### src/rtl/core/i2cms_pkg.sv
package i2cms_pkg;

   // default sizes of the transmit buffer and of a read
   localparam int TX_DEPTH_DEF = 32;
   localparam int RX_DEPTH_DEF = 32;

   // depth of the queues between front, back and result port
   localparam int QUEUE_DEPTH = 2;

   // software command codes
   localparam logic [1:0] CMD_LOAD  = 2'd0;
   localparam logic [1:0] CMD_WRITE = 2'd1;
   localparam logic [1:0] CMD_READ  = 2'd2;
   localparam logic [1:0] CMD_EVENT = 2'd3;

   // two-wire status codes, low three bits masked
   localparam logic [7:0] ST_BUS_ERROR  = 8'h00;
   localparam logic [7:0] ST_START      = 8'h08;
   localparam logic [7:0] ST_REP_START  = 8'h10;
   localparam logic [7:0] ST_SLA_W_ACK  = 8'h18;
   localparam logic [7:0] ST_SLA_W_NACK = 8'h20;
   localparam logic [7:0] ST_DATA_ACK   = 8'h28;
   localparam logic [7:0] ST_DATA_NACK  = 8'h30;
   localparam logic [7:0] ST_ARB_LOST   = 8'h38;
   localparam logic [7:0] ST_SLA_R_ACK  = 8'h40;
   localparam logic [7:0] ST_SLA_R_NACK = 8'h48;
   localparam logic [7:0] ST_RX_ACK     = 8'h50;
   localparam logic [7:0] ST_RX_NACK    = 8'h58;
   localparam logic [7:0] STATUS_MASK   = 8'hF8;

   // recorded status values
   localparam logic [7:0] ERR_NONE        = 8'hFF;
   localparam logic [7:0] ERR_IN_PROGRESS = 8'hF8;
   localparam logic [7:0] ERR_BUS         = 8'h00;

   // reply codes of start commands
   localparam logic [1:0] REPLY_OK       = 2'd0;
   localparam logic [1:0] REPLY_TOO_LONG = 2'd1;
   localparam logic [1:0] REPLY_BUSY     = 2'd2;

   typedef enum logic [3:0] {
      OP_LOAD,
      OP_WRITE,
      OP_READ,
      OP_SEND_MORE,
      OP_MT_ACK,
      OP_MR_ADDR,
      OP_RX_ACK,
      OP_RX_LAST,
      OP_FAIL,
      OP_REP,
      OP_BUS_ERROR,
      OP_NOP
   } op_type;

   typedef enum logic [2:0] {
      ACT_NONE  = 3'd0,
      ACT_START = 3'd1,
      ACT_STOP  = 3'd2,
      ACT_SEND  = 3'd3,
      ACT_ACK   = 3'd4,
      ACT_NACK  = 3'd5
   } action_type;

   typedef enum logic [2:0] {
      MODE_READY = 3'd0,
      MODE_INIT  = 3'd1,
      MODE_REP   = 3'd2,
      MODE_MT    = 3'd3,
      MODE_MR    = 3'd4
   } mode_type;

   // classified item handed from front to back
   typedef struct packed {
      op_type     op;
      logic [7:0] data;
      logic [4:0] slot;
      logic       slot_ok;
      logic [7:0] length;
      logic       too_long;
      logic       rep;
      logic [7:0] addr_byte;
      logic [7:0] err_code;
   } cmd_type;

   typedef struct packed {
      action_type bus_action;
      logic [7:0] tx_byte;
      logic       rx_valid;
      logic [7:0] rx_byte;
      logic [4:0] rx_slot;
      logic [1:0] reply_code;
      logic       ready_res;
      mode_type   link_mode;
      logic [7:0] error_code;
   } rsp_type;

endpackage

### src/rtl/core/i2c_master_transfer_sequencer.sv
// channel    | ports                           | transfer when
// -----------+---------------------------------+----------------------------
// request    | push, full, req_*               | push high and full low
// response   | empty, pop, rsp_*               | pop high and empty low
//
// one item per clock sustained while neither side stalls; a response passes
// through the command queue and the response queue; the back end executes one
// item per cycle unless the response queue is full, with the transmit buffer
// read in the same cycle; both queues are two deep so either side may stall alone
// reset is synchronous and active high; it empties both queues and returns
// the link to ready with no recorded error; buffer contents are kept
module i2c_master_transfer_sequencer
   import i2cms_pkg::*;
#(
   parameter int TX_DEPTH = TX_DEPTH_DEF,
   parameter int RX_DEPTH = RX_DEPTH_DEF
) (
   input  logic       clock,
   input  logic       reset,
   // request side
   input  logic       push,
   output logic       full,
   input  logic [1:0] req_command,
   input  logic [7:0] req_data_byte,
   input  logic [4:0] req_buffer_slot,
   input  logic [7:0] req_length,
   input  logic       req_rep_start,
   input  logic [6:0] req_slave_address,
   input  logic [7:0] req_status_code,
   // response side
   output logic       empty,
   input  logic       pop,
   output logic [2:0] rsp_bus_action,
   output logic [7:0] rsp_tx_byte,
   output logic       rsp_rx_valid,
   output logic [7:0] rsp_rx_byte,
   output logic [4:0] rsp_rx_slot,
   output logic [1:0] rsp_reply_code,
   output logic       rsp_ready_res,
   output logic [2:0] rsp_link_mode,
   output logic [7:0] rsp_error_code
);

   // classified command between front and back
   logic    cmd_valid;
   cmd_type cmd;
   logic    cmd_take;

   // result from back into the response queue
   logic    rsp_push;
   rsp_type rsp_new;
   logic    rsp_full;
   rsp_type rsp_head;
   logic [$bits(rsp_type)-1:0] rsp_bits;

   // front: decode command and status class, queue it
   i2cms_front #(
      .TX_DEPTH (TX_DEPTH),
      .RX_DEPTH (RX_DEPTH)
   ) u_front (
      .clock             (clock),
      .reset             (reset),
      .push              (push),
      .full              (full),
      .req_command       (req_command),
      .req_data_byte     (req_data_byte),
      .req_buffer_slot   (req_buffer_slot),
      .req_length        (req_length),
      .req_rep_start     (req_rep_start),
      .req_slave_address (req_slave_address),
      .req_status_code   (req_status_code),
      .cmd_valid         (cmd_valid),
      .cmd               (cmd),
      .cmd_take          (cmd_take)
   );

   // back: holds the link state and transmit buffer, picks the bus action
   i2cms_back #(
      .TX_DEPTH (TX_DEPTH),
      .RX_DEPTH (RX_DEPTH)
   ) u_back (
      .clock     (clock),
      .reset     (reset),
      .cmd_valid (cmd_valid),
      .cmd       (cmd),
      .cmd_take  (cmd_take),
      .rsp_push  (rsp_push),
      .rsp       (rsp_new),
      .rsp_full  (rsp_full)
   );

   // response queue decouples the back end from a stalled consumer
   i2cms_fifo #(
      .WIDTH ($bits(rsp_type)),
      .DEPTH (QUEUE_DEPTH)
   ) u_rsp_queue (
      .clock   (clock),
      .reset   (reset),
      .wr_en   (rsp_push),
      .wr_data (rsp_new),
      .full    (rsp_full),
      .rd_en   (pop),
      .rd_data (rsp_bits),
      .empty   (empty)
   );

   assign rsp_head       = rsp_type'(rsp_bits);
   assign rsp_bus_action = rsp_head.bus_action;
   assign rsp_tx_byte    = rsp_head.tx_byte;
   assign rsp_rx_valid   = rsp_head.rx_valid;
   assign rsp_rx_byte    = rsp_head.rx_byte;
   assign rsp_rx_slot    = rsp_head.rx_slot;
   assign rsp_reply_code = rsp_head.reply_code;
   assign rsp_ready_res  = rsp_head.ready_res;
   assign rsp_link_mode  = rsp_head.link_mode;
   assign rsp_error_code = rsp_head.error_code;

endmodule

### src/rtl/core/i2cms_fifo.sv
module i2cms_fifo
   import i2cms_pkg::*;
#(
   parameter int WIDTH = 8,
   parameter int DEPTH = QUEUE_DEPTH
) (
   input  logic             clock,
   input  logic             reset,
   input  logic             wr_en,
   input  logic [WIDTH-1:0] wr_data,
   output logic             full,
   input  logic             rd_en,
   output logic [WIDTH-1:0] rd_data,
   output logic             empty
);

   localparam int PTR_W = (DEPTH > 1) ? $clog2(DEPTH) : 1;
   localparam int CNT_W = $clog2(DEPTH + 1);

   logic [WIDTH-1:0] mem_ff [DEPTH];
   logic [PTR_W-1:0] wr_ptr_ff, wr_ptr_in;
   logic [PTR_W-1:0] rd_ptr_ff, rd_ptr_in;
   logic [CNT_W-1:0] count_ff, count_in;
   logic             do_wr, do_rd;

   assign full    = (count_ff == CNT_W'(DEPTH));
   assign empty   = (count_ff == '0);
   assign do_wr   = wr_en && !full;
   assign do_rd   = rd_en && !empty;
   assign rd_data = mem_ff[rd_ptr_ff];

   always_comb begin
      wr_ptr_in = wr_ptr_ff;
      rd_ptr_in = rd_ptr_ff;
      count_in  = count_ff;
      if (do_wr) begin
         wr_ptr_in = (wr_ptr_ff == PTR_W'(DEPTH - 1)) ? '0 : wr_ptr_ff + 1'b1;
      end
      if (do_rd) begin
         rd_ptr_in = (rd_ptr_ff == PTR_W'(DEPTH - 1)) ? '0 : rd_ptr_ff + 1'b1;
      end
      if (do_wr && !do_rd) begin
         count_in = count_ff + 1'b1;
      end else if (do_rd && !do_wr) begin
         count_in = count_ff - 1'b1;
      end
   end

   always_ff @(posedge clock) begin
      if (reset) begin
         wr_ptr_ff <= '0;
         rd_ptr_ff <= '0;
         count_ff  <= '0;
      end else begin
         wr_ptr_ff <= wr_ptr_in;
         rd_ptr_ff <= rd_ptr_in;
         count_ff  <= count_in;
      end
   end

   always_ff @(posedge clock) begin
      if (do_wr) begin
         mem_ff[wr_ptr_ff] <= wr_data;
      end
   end

endmodule

### src/rtl/core/i2cms_front.sv
module i2cms_front
   import i2cms_pkg::*;
#(
   parameter int TX_DEPTH = TX_DEPTH_DEF,
   parameter int RX_DEPTH = RX_DEPTH_DEF
) (
   input  logic       clock,
   input  logic       reset,
   input  logic       push,
   output logic       full,
   input  logic [1:0] req_command,
   input  logic [7:0] req_data_byte,
   input  logic [4:0] req_buffer_slot,
   input  logic [7:0] req_length,
   input  logic       req_rep_start,
   input  logic [6:0] req_slave_address,
   input  logic [7:0] req_status_code,
   output logic       cmd_valid,
   output cmd_type    cmd,
   input  logic       cmd_take
);

   cmd_type    cmd_new;
   logic [7:0] status_m;
   logic       cmd_empty;
   logic [$bits(cmd_type)-1:0] cmd_bits;

   assign status_m = req_status_code & STATUS_MASK;

   always_comb begin
      cmd_new           = '0;
      cmd_new.data      = req_data_byte;
      cmd_new.slot      = req_buffer_slot;
      cmd_new.slot_ok   = (9'(req_buffer_slot) < 9'(TX_DEPTH));
      cmd_new.length    = req_length;
      cmd_new.rep       = req_rep_start;
      cmd_new.addr_byte = {req_slave_address, 1'b1};
      cmd_new.err_code  = status_m;
      cmd_new.op        = OP_NOP;
      cmd_new.too_long  = 1'b0;
      case (req_command)
         CMD_LOAD: begin
            cmd_new.op = OP_LOAD;
         end
         CMD_WRITE: begin
            cmd_new.op       = OP_WRITE;
            cmd_new.too_long = ({1'b0, req_length} > 9'(TX_DEPTH));
         end
         CMD_READ: begin
            cmd_new.op       = OP_READ;
            cmd_new.too_long = ({1'b0, req_length} > 9'(RX_DEPTH));
         end
         default: begin
            case (status_m)
               ST_START, ST_DATA_ACK:                           cmd_new.op = OP_SEND_MORE;
               ST_SLA_W_ACK:                                    cmd_new.op = OP_MT_ACK;
               ST_SLA_R_ACK:                                    cmd_new.op = OP_MR_ADDR;
               ST_RX_ACK:                                       cmd_new.op = OP_RX_ACK;
               ST_RX_NACK:                                      cmd_new.op = OP_RX_LAST;
               ST_SLA_W_NACK, ST_DATA_NACK, ST_ARB_LOST, ST_SLA_R_NACK:
                                                                cmd_new.op = OP_FAIL;
               ST_REP_START:                                    cmd_new.op = OP_REP;
               ST_BUS_ERROR:                                    cmd_new.op = OP_BUS_ERROR;
               default:                                         cmd_new.op = OP_NOP;
            endcase
         end
      endcase
   end

   i2cms_fifo #(
      .WIDTH ($bits(cmd_type)),
      .DEPTH (QUEUE_DEPTH)
   ) u_cmd_queue (
      .clock   (clock),
      .reset   (reset),
      .wr_en   (push),
      .wr_data (cmd_new),
      .full    (full),
      .rd_en   (cmd_take),
      .rd_data (cmd_bits),
      .empty   (cmd_empty)
   );

   assign cmd       = cmd_type'(cmd_bits);
   assign cmd_valid = !cmd_empty;

endmodule

### src/rtl/core/i2cms_back.sv
module i2cms_back
   import i2cms_pkg::*;
#(
   parameter int TX_DEPTH = TX_DEPTH_DEF,
   parameter int RX_DEPTH = RX_DEPTH_DEF
) (
   input  logic    clock,
   input  logic    reset,
   input  logic    cmd_valid,
   input  cmd_type cmd,
   output logic    cmd_take,
   output logic    rsp_push,
   output rsp_type rsp,
   input  logic    rsp_full
);

   localparam int TX_IDX_W = (TX_DEPTH > 1) ? $clog2(TX_DEPTH) : 1;
   localparam int TX_CNT_W = $clog2(TX_DEPTH + 1);
   localparam int RX_CNT_W = $clog2(RX_DEPTH + 1);

   logic [7:0]          tx_buf_ff [TX_DEPTH];
   logic [TX_CNT_W-1:0] tx_count_ff, tx_count_in;
   logic [TX_CNT_W-1:0] tx_pos_ff, tx_pos_in;
   logic [RX_CNT_W-1:0] rx_count_ff, rx_count_in;
   logic [RX_CNT_W-1:0] rx_pos_ff, rx_pos_in;
   mode_type            mode_ff, mode_in;
   logic [7:0]          last_err_ff, last_err_in;
   logic                hold_ff, hold_in;

   logic                wr_en;
   logic [TX_IDX_W-1:0] wr_idx;
   logic [7:0]          wr_data;
   logic [TX_IDX_W-1:0] rd_idx;
   logic [7:0]          buf_rd;
   logic                ready_now;
   logic                begin_en, next_en, take_en, ackn_en, finish_en;
   logic [TX_CNT_W-1:0] begin_len;
   logic [7:0]          finish_err;

   assign cmd_take  = cmd_valid && !rsp_full;
   assign rsp_push  = cmd_take;
   assign ready_now = (mode_ff == MODE_READY) || (mode_ff == MODE_REP);
   assign buf_rd    = tx_buf_ff[rd_idx];

   always_comb begin
      tx_count_in = tx_count_ff;
      tx_pos_in   = tx_pos_ff;
      rx_count_in = rx_count_ff;
      rx_pos_in   = rx_pos_ff;
      mode_in     = mode_ff;
      last_err_in = last_err_ff;
      hold_in     = hold_ff;
      rsp         = '0;
      rsp.bus_action = ACT_NONE;
      rsp.link_mode  = MODE_READY;
      wr_en       = 1'b0;
      wr_idx      = '0;
      wr_data     = cmd.data;
      rd_idx      = tx_pos_ff[TX_IDX_W-1:0];
      begin_en    = 1'b0;
      begin_len   = '0;
      next_en     = 1'b0;
      take_en     = 1'b0;
      ackn_en     = 1'b0;
      finish_en   = 1'b0;
      finish_err  = ERR_NONE;

      case (cmd.op)
         OP_LOAD: begin
            if (cmd.slot_ok) begin
               wr_en  = 1'b1;
               wr_idx = TX_IDX_W'(cmd.slot);
            end
         end
         OP_WRITE: begin
            rd_idx = '0;
            if (cmd.too_long) begin
               rsp.reply_code = REPLY_TOO_LONG;
            end else if (!ready_now) begin
               rsp.reply_code = REPLY_BUSY;
            end else begin
               begin_en  = 1'b1;
               begin_len = TX_CNT_W'(cmd.length);
            end
         end
         OP_READ: begin
            rd_idx = '0;
            if (cmd.too_long) begin
               rsp.reply_code = REPLY_TOO_LONG;
            end else begin
               // read count is taken even when the bus is busy
               rx_pos_in   = '0;
               rx_count_in = RX_CNT_W'(cmd.length);
               if (!ready_now) begin
                  rsp.reply_code = REPLY_BUSY;
               end else begin
                  wr_en     = 1'b1;
                  wr_idx    = '0;
                  wr_data   = cmd.addr_byte;
                  begin_en  = 1'b1;
                  begin_len = TX_CNT_W'(1);
               end
            end
         end
         OP_MT_ACK: begin
            mode_in = MODE_MT;
            next_en = 1'b1;
         end
         OP_SEND_MORE: begin
            next_en = 1'b1;
         end
         OP_MR_ADDR: begin
            mode_in = MODE_MR;
            ackn_en = 1'b1;
         end
         OP_RX_ACK: begin
            take_en = 1'b1;
            ackn_en = 1'b1;
         end
         OP_RX_LAST: begin
            take_en   = 1'b1;
            finish_en = 1'b1;
         end
         OP_FAIL: begin
            finish_en  = 1'b1;
            finish_err = cmd.err_code;
         end
         OP_REP: begin
            mode_in = MODE_REP;
         end
         OP_BUS_ERROR: begin
            last_err_in    = ERR_BUS;
            mode_in        = MODE_READY;
            rsp.bus_action = ACT_STOP;
         end
         default: begin
         end
      endcase

      if (begin_en) begin
         hold_in     = cmd.rep;
         tx_count_in = begin_len;
         mode_in     = MODE_INIT;
         if (mode_ff == MODE_REP) begin
            // bus already held: go straight to the first byte
            rsp.bus_action = ACT_SEND;
            rsp.tx_byte    = (cmd.op == OP_READ) ? cmd.addr_byte : buf_rd;
            tx_pos_in      = TX_CNT_W'(1);
         end else begin
            rsp.bus_action = ACT_START;
            tx_pos_in      = '0;
         end
      end

      if (next_en) begin
         if (tx_pos_ff < tx_count_ff) begin
            last_err_in    = ERR_IN_PROGRESS;
            rsp.bus_action = ACT_SEND;
            rsp.tx_byte    = buf_rd;
            tx_pos_in      = tx_pos_ff + 1'b1;
         end else begin
            finish_en = 1'b1;
         end
      end

      if (take_en) begin
         if (rx_pos_ff < RX_CNT_W'(RX_DEPTH)) begin
            rsp.rx_valid = 1'b1;
            rsp.rx_byte  = cmd.data;
            rsp.rx_slot  = 5'(rx_pos_ff);
            rx_pos_in    = rx_pos_ff + 1'b1;
         end
      end

      if (ackn_en) begin
         last_err_in    = ERR_IN_PROGRESS;
         rsp.bus_action = (({1'b0, rx_pos_in} + 1'b1) < {1'b0, rx_count_ff}) ?
                          ACT_ACK : ACT_NACK;
      end

      if (finish_en) begin
         last_err_in = finish_err;
         if (hold_ff) begin
            rsp.bus_action = ACT_START;
         end else begin
            mode_in        = MODE_READY;
            rsp.bus_action = ACT_STOP;
         end
      end

      rsp.link_mode  = mode_in;
      rsp.ready_res  = (mode_in == MODE_READY) || (mode_in == MODE_REP);
      rsp.error_code = last_err_in;
   end

   always_ff @(posedge clock) begin
      if (reset) begin
         tx_count_ff <= '0;
         tx_pos_ff   <= '0;
         rx_count_ff <= '0;
         rx_pos_ff   <= '0;
         mode_ff     <= MODE_READY;
         last_err_ff <= ERR_NONE;
         hold_ff     <= 1'b0;
      end else if (cmd_take) begin
         tx_count_ff <= tx_count_in;
         tx_pos_ff   <= tx_pos_in;
         rx_count_ff <= rx_count_in;
         rx_pos_ff   <= rx_pos_in;
         mode_ff     <= mode_in;
         last_err_ff <= last_err_in;
         hold_ff     <= hold_in;
      end
   end

   always_ff @(posedge clock) begin
      if (cmd_take && wr_en) begin
         tx_buf_ff[wr_idx] <= wr_data;
      end
   end

   a_rx_pos_bound: assert property (@(posedge clock) disable iff (reset)
      rx_pos_ff <= RX_CNT_W'(RX_DEPTH))
      else $error("read position beyond read depth");

   a_busy_write_keeps_mode: assert property (@(posedge clock) disable iff (reset)
      cmd_take && cmd.op == OP_WRITE && rsp.reply_code != REPLY_OK |=> $stable(mode_ff))
      else $error("refused write changed link mode");

   a_tx_byte_only_on_send: assert property (@(posedge clock) disable iff (reset)
      rsp_push && rsp.bus_action != ACT_SEND |-> rsp.tx_byte == 8'h00)
      else $error("transmit byte without send action");

   a_rx_fields_quiet: assert property (@(posedge clock) disable iff (reset)
      rsp_push && !rsp.rx_valid |-> rsp.rx_byte == 8'h00 && rsp.rx_slot == 5'd0)
      else $error("receive fields set without a received byte");

endmodule

### config.mk
export PLATFORM = sky130hd
export DESIGN_NAME = i2c_master_transfer_sequencer
export DESIGN_NICKNAME = d
export VERILOG_FILES = /design/src/rtl/core/i2cms_pkg.sv /design/src/rtl/core/i2c_master_transfer_sequencer.sv /design/src/rtl/core/i2cms_fifo.sv /design/src/rtl/core/i2cms_front.sv /design/src/rtl/core/i2cms_back.sv
export SDC_FILE = /design/constraint.sdc
export NUM_CORES = 1
export LEC_CHECK = 0
export ABC_AREA = 1
export BUFFER_PORTS_ARGS = -buffer_cell sky130_fd_sc_hd__buf_2
export CORE_UTILIZATION = 29
export DETAILED_ROUTE_END_ITERATION = 10
export HOLD_SLACK_MARGIN = 0.02
export PLACE_DENSITY = 0.51
export SLEW_MARGIN = 10
export SYNTH_ARGS = -nofsm -noshare
export SYNTH_HDL_FRONTEND = slang
export SYNTH_SLANG_ARGS = --single-unit
### constraint.sdc
create_clock -name clock -period 3.45 [get_ports clock]
set_input_delay 0.345 -clock clock [delete_from_list [all_inputs] [get_ports clock]]
set_output_delay 0.345 -clock clock [all_outputs]
set_load 0.01 [all_outputs]
Word-level counts from Yosys, hierarchy flattened --
Memory sizes are Yosys's and may differ from the RTL's. A register that Yosys moved wholly into a read port is not among the register bits. Index checks and enable logic that the tools add are counted. W data, S select, Z words.
Storage, ports and cells: register bits after elaboration 44, input bits 43, output and inout bits 41, logic and storage cells 175, memory bits (writable) 412, memories 3
Cells by class: reductions and logical operators 39, mux-type cells 77, equal/unequal tests 27, magnitude comparators 4, add/sub/neg operators 11, bitwise operators 1
Memory list:
- u_back.tx_buf_ff | depth 32, bits a word 8, rd ports 1, clocked after Yosys merged registers in 0, wr ports 1, RTL line i2cms_back.sv:21 | logic [7:0] tx_buf_ff [TX_DEPTH];
- u_front.u_cmd_queue.mem_ff | depth 2, bits a word 39, rd ports 1, clocked after Yosys merged registers in 1, wr ports 1, RTL line i2cms_fifo.sv:20 | logic [WIDTH-1:0] mem_ff [DEPTH];
- u_rsp_queue.mem_ff | depth 2, bits a word 39, rd ports 1, clocked after Yosys merged registers in 1, wr ports 1, RTL line i2cms_fifo.sv:20
Operator list (count):
- $mux W8 | 11
- $mux W6 | 10
- $mux W11 | 3
- $pmux W4 S8 | 1
- $mux W1 | 28
- $mux W14 | 2
- $eq A5 B3 Y1 const B | 4
- $eq A5 B4 Y1 const B | 4
- $mux W2 | 10
- $eq A4 B3 Y1 const B | 4
- $mux W3 | 5
- $mux W5 | 3
- $reduce_or A2 Y1 | 7
- $add A6 B1 Y6 const B | 2
- $eq A4 B4 Y1 const B | 3
- $pmux W3 S4 | 1
- $pmux W4 S3 | 1
- $pmux W6 S2 | 1
- $eq A5 B2 Y1 const B | 2
- $logic_and A1 B1 Y1 | 10
- $eq A4 B2 Y1 const B | 2
- $gt A8 B6 Y1 const B | 1
- $logic_not A1 Y1 | 8
- $logic_not A8 Y1 | 1
- other kinds (22) | 35

Longest topological paths before layout --
Gate-level depths: netlist (run 1). An unclocked memory read counts as a cell.
depth after elaboration 11, gate-level depth with buffers 22, mapped depth without buffers 21

By module --
From an unflattened synthesis (run 1), not the netlist that was laid out.
Second synthesis, totals: cell total of the unflattened synthesis 1693, area total of the unflattened synthesis 20194.4 µm²
Modules (own cells, without submodules):
- i2cms_back | instances 1, cells each 1312, area each 13216.4 µm²
- i2cms_fifo (u_front.u_cmd_queue) | instances 1, cells each 174, area each 3629.7 µm²
- i2cms_fifo (u_rsp_queue) | instances 1, cells each 158, area each 3106.7 µm²
- i2cms_front | instances 1, cells each 49, area each 241.5 µm²

Worst setup path after synthesis (run 1) --
Ideal clock, no wire load.
path type flip-flop to flip-flop, start register with a tool-made name, end memory u_back.tx_buf_ff[0][1], data pin, clock period less this slack 3111 ps, data required time 2996 ps, slack 339 ps, stages on the path, launching flop included 6, library setup time 454 ps, arrival time 2657 ps, cells stage by stage dfxtp_1 > buf_4 > buf_2 > buf_1 > mux2i_1 > o21ai_0
RTL lines (RTL line):
- to (decl) | i2cms_back.sv:21

==> results.txt, run 1 <==
- Rel. slew slack: 0.2185
- Yosys warnings: 0
- For this run, design rule violations remaining after detail routing come to 15.
- Routability-driven placement finished with a final weighted congestion of about 0.84.
- Worst Tran Pin Value: between 1000 and 1500 ps
* Vias per cell: 4.767
* Standard cell core area: about 66,000 µm²
- Ports placed on the boundary: 84
* Static power due to leakage: 0.008511 µW
- Crit share post-route: 0.9059
- Subtracting the final worst setup slack from the clock period gives ~3100 ps.
- Global-route wire length before repair: a little under 80,000 µm
* WP data arrival: between 3000 and 4000 ps
* Number of nets in the synthesized netlist: about 1,800
- Antenna violations before repair: 7
- Most common cell after layout, fill and taps aside: sky130_fd_sc_hd__edfxtp_1
- Once the clock tree was built, the setup fixing pass inserted 0 buffers.
- Area taken by flip-flops and latches: 13,180 µm²
- Total non-filler cell area in the finished layout: between 20,000 and 25,000 µm²
* Cell type group with the largest total delay on the critical path: simple AND/OR/NAND/NOR gates
* Final worst clock skew: 25.30 ps
* Max-cap violations: 0
- Violated checks: DRC
* Std-Cell Rows: between 90 and 100
- The pre-antenna-repair detailed-routing pass consisted of 8 iterations.
* Number of max-slew violations in the final report: 0
- For this block, the routed nets add up to ~50,000 µm of wire.
* Count of nets left with antenna violations after detail routing: 0
* Largest net degree at the start of global routing: 74
* Total CTS buffers: 45
- On the worst path, the slowest cell contributes a delay of 410 ps.
* Total Negative Setup Slacks: 0 ps
- CTS sink cnt: around 450
* Die outline area: approximately 68,000 µm²
* Leading cell types in the layout, fill and taps excluded: 408 x sky130_fd_sc_hd__edfxtp_1, 344 x sky130_fd_sc_hd__nand2_1, 342 x sky130_fd_sc_hd__nand3_1, 108 x sky130_fd_sc_hd__inv_1, 103 x sky130_fd_sc_hd__nor2_1
- For this design the ratio of total power to cell area is 809.8 nW/µm².
- Clock latency at the later pin of the worst-skew pair: 590 ps
- Setup violations remaining at the end of the flow were counted as 0.
- Longest Clk Path Bufs: 3
* H-tree level count: 2
- Hold is met by 148.2 ps.
- Instance count of the mapped netlist: 1,716
- The final hold violation count is 0.
- Number of vias after detailed routing: between 10,000 and 15,000
* Synth Cell Area: 19,390 µm²
* Flop and latch count out of synthesis: roughly 450
- CTS tree: yes
* Max VDD drop: about 0.00045 V
* Buffers plus inverters on the worst setup path: 5
- Count of buffers inserted at the top-level ports: 80
* Vias in the first global route: approximately 13,000
- After detailed routing, the average wire length per cell comes to 18.07 µm.
- Setup repair after global routing left no endpoint under its margin.
- At the worst endpoint, the required time is roughly 3800 ps.
* Cell at the root of the clock tree: sky130_fd_sc_hd__clkbuf_16
- Counting stages on the worst path, the most repeated cell is sky130_fd_sc_hd__nand2_1.
- Derived from the worst setup path, the maximum achievable clock frequency is 319.9 MHz.
- Initial Utilization: 0.2939
* Critical Path Start Type: flop
- The number of different library cells used by synthesis comes to 40.
- Area taken by multi-input logic gates: 5414 µm²
* Cell with the largest stage delay on the worst path: sky130_fd_sc_hd__dfxtp_4
- In this run the worst hold path is classified as input pin to flop.
* Maximum net fanout on the critical path: 16
* HPWL after detailed placement: 31,970 µm
* Dpl cell area: 21,040 µm²
- The critical path is of the flop to flop type.
* Sequential area share after synthesis: 0.6792
- Width of the die: about 260 µm
- Fraction of layout cells with a size suffix above 1: 0.1540
* Cells along the critical path: inv_4, nand2_1, nand2_1, inv_2, nand3_1, buf_4, nor2_1, nor2_1, inv_1, ha_1, xor2_1, inv_1, ha_1, a21oi_1, o21ai_1, nand2_1, nand2_1, nand2_1, a21oi_1
* Post-synthesis to final-layout area growth: 17.95%
- The run finished, with violations left.
- Post-Synthesis Mean Instance Area: about 11 µm²
- The worst setup path is captured at a flop.
- GRT Overall Usage: 0.1481
- Detailed router's first-iteration violation count: approximately 1,100
* Overall die height: 260.6 µm
- Sum of overflow across all layers after global routing: 0
* Clock input transition at the sequential cells of the worst setup and hold paths: ~70 ps
- Layout Nets: 1,913
- Fill count: 6,520
==> layout make-up <==
| cell class | count | share of cell area |
|---|---|---|
| flip-flops and latches | 454 | 0.5762 |
| multi-input cells | 1058 | 0.2367 |
| repair buffers | 176 | 0.05524 |
| clock buffers | 58 | 0.05497 |
| well taps | 864 | 0.04726 |
| inverters | 117 | 0.01942 |
| clock inverters | 26 | 0.009900 |
| diodes | 3 | 0.0003282 |
==> path summary, 6_finish.rpt <==
| path | from | to | slack (ps) | cells after the start |
|---|---|---|---|---|
| worst max-delay path | flop | u_rsp_queue.mem_ff[0][36] | 320 | 19 |
| worst min-delay path | pop | u_rsp_queue.rd_ptr_ff | 150 | 3 |
| worst max register to register | flop | u_rsp_queue.mem_ff[0][36] | 320 | 19 |
| worst min register to register | u_front.u_cmd_queue.rd_ptr_ff | flop | 450 | 1 |
==> cells by family after synthesis <==
logic type,after synthesis,synth area share
compound gates,154,0.04336
mux,53,0.02994
simple gates,825,0.1867
xor+xnor,8,0.003613
buf+inv,204,0.04555
flops,454,0.6792
fa+ha+maj,18,0.01161
==> metrics by stage <==
stage / setup slack, ps / instances / utilization / total power [µW]
floorplan: 339.3 / 1716 / - / 11500
detailed placement: 117.1 / 2637 / 0.3189 / 13690
global placement: 122.2 / 2637 / 0.3189 / 13600
finish: 324.5 / 2756 / 0.3467 / 18530
global route: 22.68 / 2756 / 0.3467 / 19560
CTS: 108.7 / 2753 / 0.3462 / 18690
==> cells in the mapped netlist, drive strengths merged <==
cell	n	area, µm²
clkbuf	31	116.4
nor2	111	424.2
o22ai	1	6.260
mux2	40	450.4
nand4	2	12.51
nand2	351	1333
mux2i	13	130.1
a31oi	12	75.07
a211oi	6	45.04
a21boi	7	52.55
o21ai	59	299.0
a21oi	64	320.3
o211ai	2	15.01
xor2	3	26.28
edfxtp	408	12250
or4	1	7.510
dfxtp	46	920.9
a311oi	1	8.760
o2111ai	1	8.760
xnor2	5	43.79
ha	18	225.2
or2	4	25.02
o32a	1	10.01
nor3	9	61.31
buf	56	327.8
inv	117	439.2
nand3b	3	22.52
nand3	343	1729
nor4	1	6.260
==> where the power goes <==
| part | switching, µW | total (µW) | internal, µW | leakage (µW) |
|---|---|---|---|---|
| Clock | 2070 | 4940 | 2870 | 0.000732 |
| Combinational | 4150 | 5890 | 1730 | 0.00368 |
| Sequential | 337 | 7700 | 7360 | 0.00410 |
| Total | 6560 | 18500 | 12000 | 0.00851 |
==> sequential cells by signal (all words and copies together) (netlist names), 2 cells and up, named ones only <==
signal and cells:
u_back.tx_buf_ff 256, u_rsp_queue.mem_ff 78, u_front.u_cmd_queue.mem_ff 74, u_back.last_err_ff 8, u_back.rx_count_ff 6, u_back.rx_pos_ff 6
u_back.tx_count_ff 6, u_back.tx_pos_ff 6, u_back.mode_ff 3, u_front.u_cmd_queue.count_ff 2, u_rsp_queue.count_ff 2
==> worst reg2reg max path: cells and delay by family, from the launching register on <==
kind	cells	cell delay [ps]
buffers and inverters	5	620
and+or+nand+nor	8	840
xor gates and xnor gates	1	160
DFF	1	410
adders and majority gates	2	530
AOI/OAI and AO/OA	3	280
==> layer usage <==
metal,GRT usage,share of wire,vias up
li1,-,-,6315
met2,0.2302,0.46,348
met3,0.02953,0.062,65
met5,0,0.0011,-
met4,0.03769,0.018,8
met1,0.2105,0.46,6401
==> what timing repair did <==
item,in CTS,in global routing
endpoints found under the hold margin,64,0
gates resized for setup,0,7
hold buffers,32,0
endpoints found under the setup margin,0,64
Power figures use the tool's default switching activity.
==> run 2, diff against run 1 <==
--- a/config.mk
+++ b/config.mk
@@ -7,10 +7,13 @@
 export LEC_CHECK = 0
 export ABC_AREA = 1
 export BUFFER_PORTS_ARGS = -buffer_cell sky130_fd_sc_hd__buf_2
+export CELL_PAD_IN_SITES_DETAIL_PLACEMENT = 2
+export CELL_PAD_IN_SITES_GLOBAL_PLACEMENT = 2
+export CORE_MARGIN = 2
 export CORE_UTILIZATION = 29
 export DETAILED_ROUTE_END_ITERATION = 10
 export HOLD_SLACK_MARGIN = 0.02
-export PLACE_DENSITY = 0.51
+export PLACE_DENSITY = 0.66
 export SLEW_MARGIN = 10
 export SYNTH_ARGS = -nofsm -noshare
 export SYNTH_HDL_FRONTEND = slang
==> run 2 against run 1 <==
Net effect:
- the flow now finishes without violations
- clock skew down 4.2 ps
- critical path depth fell by 8
- clock power increased by 6.9%
- utilization is 0.38 points higher
- count of clock-buffer cells in the layout up 9
- maximum frequency decreased by 2.9%
- first-iteration DRC count shrank 35%
- global-route usage increased by 3.0 points
- final area grew 1.1%
==> results.txt, run 2 (synthesis results as in run 1) <==
- Max Clock Freq: 310.7 MHz
- Max-cap violations in this run came to 0.
- CTS tree: yes
- After floorplanning, the core was divided into 94 placement rows.
* Layout Nets: roughly 1,900
- Setup repair after global routing left no endpoint under its margin.
- Setup-failing EPs final: 0
* Leading cell types in the layout, fill and taps excluded: 408 x sky130_fd_sc_hd__edfxtp_1, 344 x sky130_fd_sc_hd__nand2_1, 341 x sky130_fd_sc_hd__nand3_1, 108 x sky130_fd_sc_hd__inv_1, 104 x sky130_fd_sc_hd__nor2_1
* Largest registers: u_back.tx_buf_ff x256, u_rsp_queue.mem_ff x78, u_front.u_cmd_queue.mem_ff x74
- The die is roughly 260 µm wide.
* Clock latency at the later pin of the worst-skew pair: ~600 ps
* Most used routing layer in global routing: met2
- CTS sink cnt: 454
* Ports placed on the boundary: 84
- Category of the most critical setup path: flop to flop
- The tree is rooted in a sky130_fd_sc_hd__clkbuf_16.
* Largest net degree at the start of global routing: a little over 70
- In this run, CTS created clock tree buffers numbering between 50 and 60.
* H-tree level count: 2
- Count of buffers inserted at the top-level ports: 80
- At the pin with the least slew margin, the transition time is between 1000 and 1500 ps.
* Most common cell after layout, fill and taps aside: sky130_fd_sc_hd__edfxtp_1
* Time the final worst path needs with I/O delays and setup: ~3200 ps
* Total Negative Setup Slacks: 0 ps
- M1 GR Usage: 0.2397
- The congestion estimate from routability-driven global placement came to approximately 0.8.
- The clock arrives with ~21 ps of skew.
- Type of the worst min-delay path: input pin to flop
- Fraction of layout cells with a size suffix above 1: 0.1640
- Number of iterations in the first detailed-routing pass: 5
- Result of the run: complete, no violations
- Static power due to leakage: slightly below 0.009 µW
* Final setup slack of the worst path: roughly 230 ps
- After global routing the overflow that remains totals 0.
- Overall die height: between 200 and 300 µm
- Antenna violations before repair: 2
- Across every metal layer, demand over resource in global routing totals 0.1780.
* Crit share post-route: 0.9328
- Vias in the first global route: between 15,000 and 20,000
- The longest clock path from root to sink contains 3 buffers.
* Global-route wire length before repair: about 94,000 µm
* Standard cell core area: about 66,000 µm²
- Number of remaining DRC errors: 0
- Required time of the critical path: ~3800 ps
- GR Util met2: 0.2970
- Post-synthesis to final-layout area growth: 19.24%
- The final hold violation count was 0.
* M3 GR Usage: 0.02633
- WP data arrival: 3520 ps
- Along the worst path, the maximum fanout reaches 14.
- Power Dens Cells: around 840 nW/µm²
- Critical Path Start Type: flop
- Kind of end point of the critical path: flop
- Summing over every cut layer, the via total after detailed routing is 13,830.
* Routed wire length: 61,930 µm
- The number of max-slew violations in the final report was 0.
- Measured against its own limit, the worst slew margin works out to 0.2558.
* Minimum setup slack after placement: around 110 ps
- Reg with most FFs: u_back.tx_buf_ff
- The register with the most flip-flops in the layout has 256 of them.
- HPWL after detailed placement: roughly 40,000 µm
- Initial Utilization: 0.2939
* Wire length per cell after detailed routing: ~22 µm
* Vias per cell: slightly below 5
- The die covers 68,960 µm².
- In this run the remaining antenna-violating nets after routing total 0.
- Max VDD drop: roughly 0.00039 V
- Clock input transition at the sequential cells of the worst setup and hold paths: about 60 ps
- In this run, the number of DRC markers left after iteration 0 of detailed routing was around 740.
-- run 2: cell count changes in the layout (fill, tap and decap cells not counted), moves of 2 or more --
cell / previous run / this run
sky130_fd_sc_hd__dlygate4sd3_1: 32 / 30
sky130_fd_sc_hd__buf_4: 59 / 72
sky130_fd_sc_hd__clkinvlp_4: 0 / 3
sky130_fd_sc_hd__diode_2: 3 / 1
sky130_fd_sc_hd__clkbuf_16: 47 / 51
sky130_fd_sc_hd__buf_12: 5 / 7
sky130_fd_sc_hd__inv_6: 1 / 3
sky130_fd_sc_hd__clkbuf_1: 7 / 13
-- run 2: where the power goes --
group	leakage, µW	switching, µW	internal (µW)	total [µW]
Clock	0.000774	2260	3010	5280
Sequential	0.00410	332	7370	7700
Combinational	0.00376	4620	1820	6440
-- run 2: metrics by stage --
step,utilization,instances,hold slack [ps],cell area (µm²),power (µW)
floorplan,-,1716,425.8,19390,11500
global placement,0.3210,2652,437.7,21180,13910
detailed placement,0.3211,2652,463.7,21190,14220
CTS,0.3498,2778,25.39,23080,19610
global route,0.3505,2780,40.40,23120,20500
finish,0.3505,2780,55.69,23120,19410
-- run 2: worst max-delay path, stage by stage, from the launching register on --
cell	delay, ps
sky130_fd_sc_hd__dfxtp_4	400
sky130_fd_sc_hd__inv_4	100
sky130_fd_sc_hd__nand2_1	70
sky130_fd_sc_hd__nand2_1	150
sky130_fd_sc_hd__nor2_4	200
sky130_fd_sc_hd__inv_1	120
sky130_fd_sc_hd__nor2_1	410
sky130_fd_sc_hd__inv_1	190
sky130_fd_sc_hd__nor2_1	160
sky130_fd_sc_hd__nand3_1	490
sky130_fd_sc_hd__nor2_1	390
sky130_fd_sc_hd__buf_4	260
-- run 2: final timing paths --
check / start / to / slack, ps / depth (start not counted)
setup / recovery: flop / u_back.tx_buf_ff[6][5] / 230 / 11
hold / removal: req_status_code[3] / u_front.u_cmd_queue.mem_ff[1][0] / 60 / 1
setup reg to reg: flop / u_back.tx_buf_ff[6][5] / 230 / 11
hold reg to reg: u_back.rx_count_ff[5] / u_back.rx_count_ff[5] / 470 / 2
-- run 2: area by class of cell --
class | count | area [µm²]
antenna | 1 | 2.502
clock buffer | 67 | 1366
clock inverter | 29 | 229.0
fill | 6994 | 42860
inverter | 117 | 444.2
multi-input combinational | 1058 | 5424
sequential | 454 | 13180
tap | 864 | 1081
timing repair buffer | 190 | 1396
-- run 2: metal layers --
layer | wire [µm] | part of all wire
met5 | 0 | 0
met4 | 1582 | 0.026
met3 | 2535 | 0.041
met2 | 29820 | 0.48
met1 | 27990 | 0.45
-- run 2: repair_timing --
action / in CTS / in global routing
endpoints found under the setup margin: 0 / 107
gates resized for setup: 0 / 10
hold buffers: 30 / 0
hold endpoints to repair: 60 / 0
setup buffers: 0 / 1
